File: config.mk
export PLATFORM = sky130hd
export DESIGN_NAME = plht_ram
export DESIGN_NICKNAME = d
export VERILOG_FILES = /design/src/rtl/plht_ram.sv
export SDC_FILE = /design/constraint.sdc
export NUM_CORES = 2
export LEC_CHECK = 0
export ABC_AREA = 1
export BUFFER_PORTS_ARGS = -buffer_cell sky130_fd_sc_hd__buf_2
export CORE_UTILIZATION = 60
export DETAILED_ROUTE_END_ITERATION = 6
export PLACE_DENSITY = 0.76
export SETUP_SLACK_MARGIN = 0.5
export SYNTH_ARGS = -nofsm -noshare
export SYNTH_HDL_FRONTEND = slang
export SYNTH_SLANG_ARGS = --single-unit
File: constraint.sdc
create_clock -name clk -period 8.5 [get_ports clk]
set_input_delay 0 -clock clk [delete_from_list [all_inputs] [get_ports clk]]
set_output_delay 0 -clock clk [all_outputs]
set_load 0.05 [all_outputs]
File: src/rtl/plht_ram.sv
// ----------------------------------------------------------------------------
// plht_ram
// Simple dual-port RAM: one write port, one read port, registered read data.
// ----------------------------------------------------------------------------
module plht_ram #(
  parameter int WIDTH = 32,
  parameter int DEPTH = 64
) (
  input  logic                     clk,
  input  logic                     we,
  input  logic [$clog2(DEPTH)-1:0] waddr,
  input  logic [WIDTH-1:0]         wdata,
  input  logic [$clog2(DEPTH)-1:0] raddr,
  output logic [WIDTH-1:0]         rdata
);

  logic [WIDTH-1:0] mem_r [DEPTH];
  logic [WIDTH-1:0] rdata_r;

  always_ff @(posedge clk) begin
    if (we) begin
      mem_r[waddr] <= wdata;
    end
    rdata_r <= mem_r[raddr];
  end

  assign rdata = rdata_r;

endmodule
==> qor.yml <==
yosys:
  syn_area_um2: 82700
  ys_seq_area_share_pct: 75.1
  ys_warn_count: 0
  ys_types: 16
  ys_ff_latch: 2080
  syn_inst: 6769
  avgSynthCellArea_um2: 12.2
  mappedNetlistNets: 6815
place:
  routabilityCongestion: 0.894
  io_buffers: 77
  dp_hpwl_um: 116000
worst_setup_path:
  crit_path_max_incr_delay_ns: 0.92
  worst-path-max-fanout: 84
  required_ns: 9.22
  cp_common_cell: "nand3_1"
  path_cells: "buf_8 > buf_4 > buf_4 > buf_4 > nand3_1 > nand3_1 > nand3_1 > nand3_1 > nand2_1 > nand2_1 > nand2_1"
  cp-start-kind: "input pin"
  cp_top_family: "buffers and inverters"
  worstSetupPathType: "in -> reg"
  worst_setup_path_end_kind: "flip-flop"
  worst-r2r-cell-count: 8
  cp.depth: 11
  cp_num_buf_inv: 4
  cp.arrival_ns: 3.97
  critPathSlowestCell: "buf_4"
timing:
  whs_ns: 0.00966
  slew_headroom_pct: 7.43
  finClkSkew_ns: 0.0362
  hold_viol_final: 0
  tightest_slew_ns: 1.38
  rsz0062_at_grt: "no"
  max_freq_ghz: 0.308
  finalCritPeriodShare_pct: 38.2
  finalSetupViolations: 0
  final.setup.tns_ns: 0
  slew_violations: 0
  period_minus_slack_ns: 3.25
global_route:
  grt_max_degree: 248
  grt_pass1_wl_um: 339000
  antenna_found_initial: 32
  track_usage_pct: 33.1
  grt.overflow.total: 0
  first_global_vias: 52600
clock_network:
  cts.clk_slew.worst_paths_ns: 0.06
  insertion_delay_ns: 0.84
  ctsHoldBuffers: 38
  cts_tree: "done"
  clock-sinks: 2080
  cts_buffers: 193
  htreeDepth: 4
  clockRootBuffer: "clkbuf_16"
  cts_resized: 0
  clockBufferDepth: 3
  post-cts-setup-buffers: 0
power_and_ir_drop:
  clockPowerShare_pct: 40.0
  leakage_uw: 0.0321
  netSwitchingFraction_pct: 22.6
  total_power_uw: 21300
  peakVddDrop_uv: 233
  power_switching_uw: 4820
  p_per_area_nw_per_um2: 233
  combPwrFrac_pct: 6.4
  pwr-share-seq_pct: 53.6
  internal_power_uw: 16400
run_status:
  status: "finished with violations"
  violations: "design-rule violations"
detailed_routing:
  vias: 55600
  dr.pass1.iters: 7
  drtIter0Drc: 9701
  viasPerCell: 6.39
  wirelength_um: 233000
  wl_per_cell_um: 26.7
  antenna_left: 0
  drcViolationCount: 6
die:
  dieArea_um2: 139000
  ios: 78
  die_h_um: 373
  die_w_um: 373
  core_um2: 136000
  rows: 135
  start_util_pct: 60.8
cells_and_area:
  nets: 6797
  seqCellArea_um2: 62100
  final_common_cell: "nand2_1"
  final_cell_mix: "nand2_1, edfxtp_1, nand3_1"
  nFillCells: 9230
  multi_input_area_um2: 18800
  syn2layout_area_growth_pct: 10.2
  drive_above_1_share_pct: 7.80
min_path:
  hold_class: "in -> reg"
  whs_path_depth: 1
run:
  maxCapViolCount: 0
## path summary, 6_finish.rpt
check,start,to,slack [ns]
hold reg to reg,mem_r[8][31],rdata[31],0.79
setup / recovery,raddr[1],rdata[14],5.25
hold / removal,wdata[17],mem_r[22][17],0.01
setup reg to reg,mem_r[17][20],rdata[20],6.70
## state kept, by name, indices dropped and copies added, names as in the netlist
name	cells
mem_r	2048
rdata	32
## routing by layer
layer	GRT usage [%]	routed length, um	up-vias
met4	15.0	10600	36
met3	8.55	33500	702
met5	0	235	-
met1	44.8	82400	26500
li1	-	-	24100
met2	50.8	106000	4277
## worst register-to-register path, delay by kind of cell (launching register included)
kind / cells / cell delay [ns]
and+or+nand+nor: 8 / 1.26
DFF: 1 / 0.37
## cell type report
| class | count | share of cell area, % |
|---|---|---|
| diodes | 6 | 0.0165 |
| well taps | 1781 | 2.44 |
| multi-input cells | 4228 | 20.6 |
| repair buffers | 236 | 1.96 |
| flip-flops and latches | 2080 | 68.1 |
| inverters | 12 | 0.0919 |
| clock buffers | 254 | 5.75 |
| clock inverters | 103 | 1.04 |
## metrics by stage
step | area [um^2] | setup slack [ns] | util (%) | cells
floorplan | 82700 | 4.37 | - | 6769
finish | 91200 | 5.25 | 67.0 | 8700
global route | 91200 | 5.16 | 67.0 | 8694
global placement | 84600 | 4.62 | 62.2 | 8299
detailed placement | 84600 | 4.60 | 62.2 | 8299
CTS | 91200 | 5.47 | 67.0 | 8694
## power by group through the flow
stage / clock [uW] / sequential [uW] / combinational [uW]
2_1_floorplan: 0 / 11700 / 698
3_3_place_gp: 0 / 11600 / 1260
3_5_place_dp: 0 / 11600 / 1290
4_1_cts: 8510 / 11400 / 1310
5_1_grt: 8910 / 11400 / 1430
6_report: 8510 / 11400 / 1350
## cell usage after synthesis
master	instances	area [um^2]
nand2_1	2248	8440
edfxtp_1	2048	61500
nand3_1	1907	9540
buf_2	282	1410
clkbuf_1	77	289
nor2_1	56	210
buf_4	45	338
buf_1	40	150
dfxtp_1	32	641
inv_1	9	33.8
nand4_1	9	56.3
nor4_1	8	50.1
buf_6	3	33.8
buf_8	2	30.0
inv_2	2	7.51
inv_4	1	6.26
## cells by family after synthesis
| kind of cell | after synthesis | synth area share, % |
|---|---|---|
| buf+inv | 461 | 2.78 |
| flops | 2080 | 75.1 |
| simple gates | 4228 | 22.1 |
(Power assumes the default switching activity.)
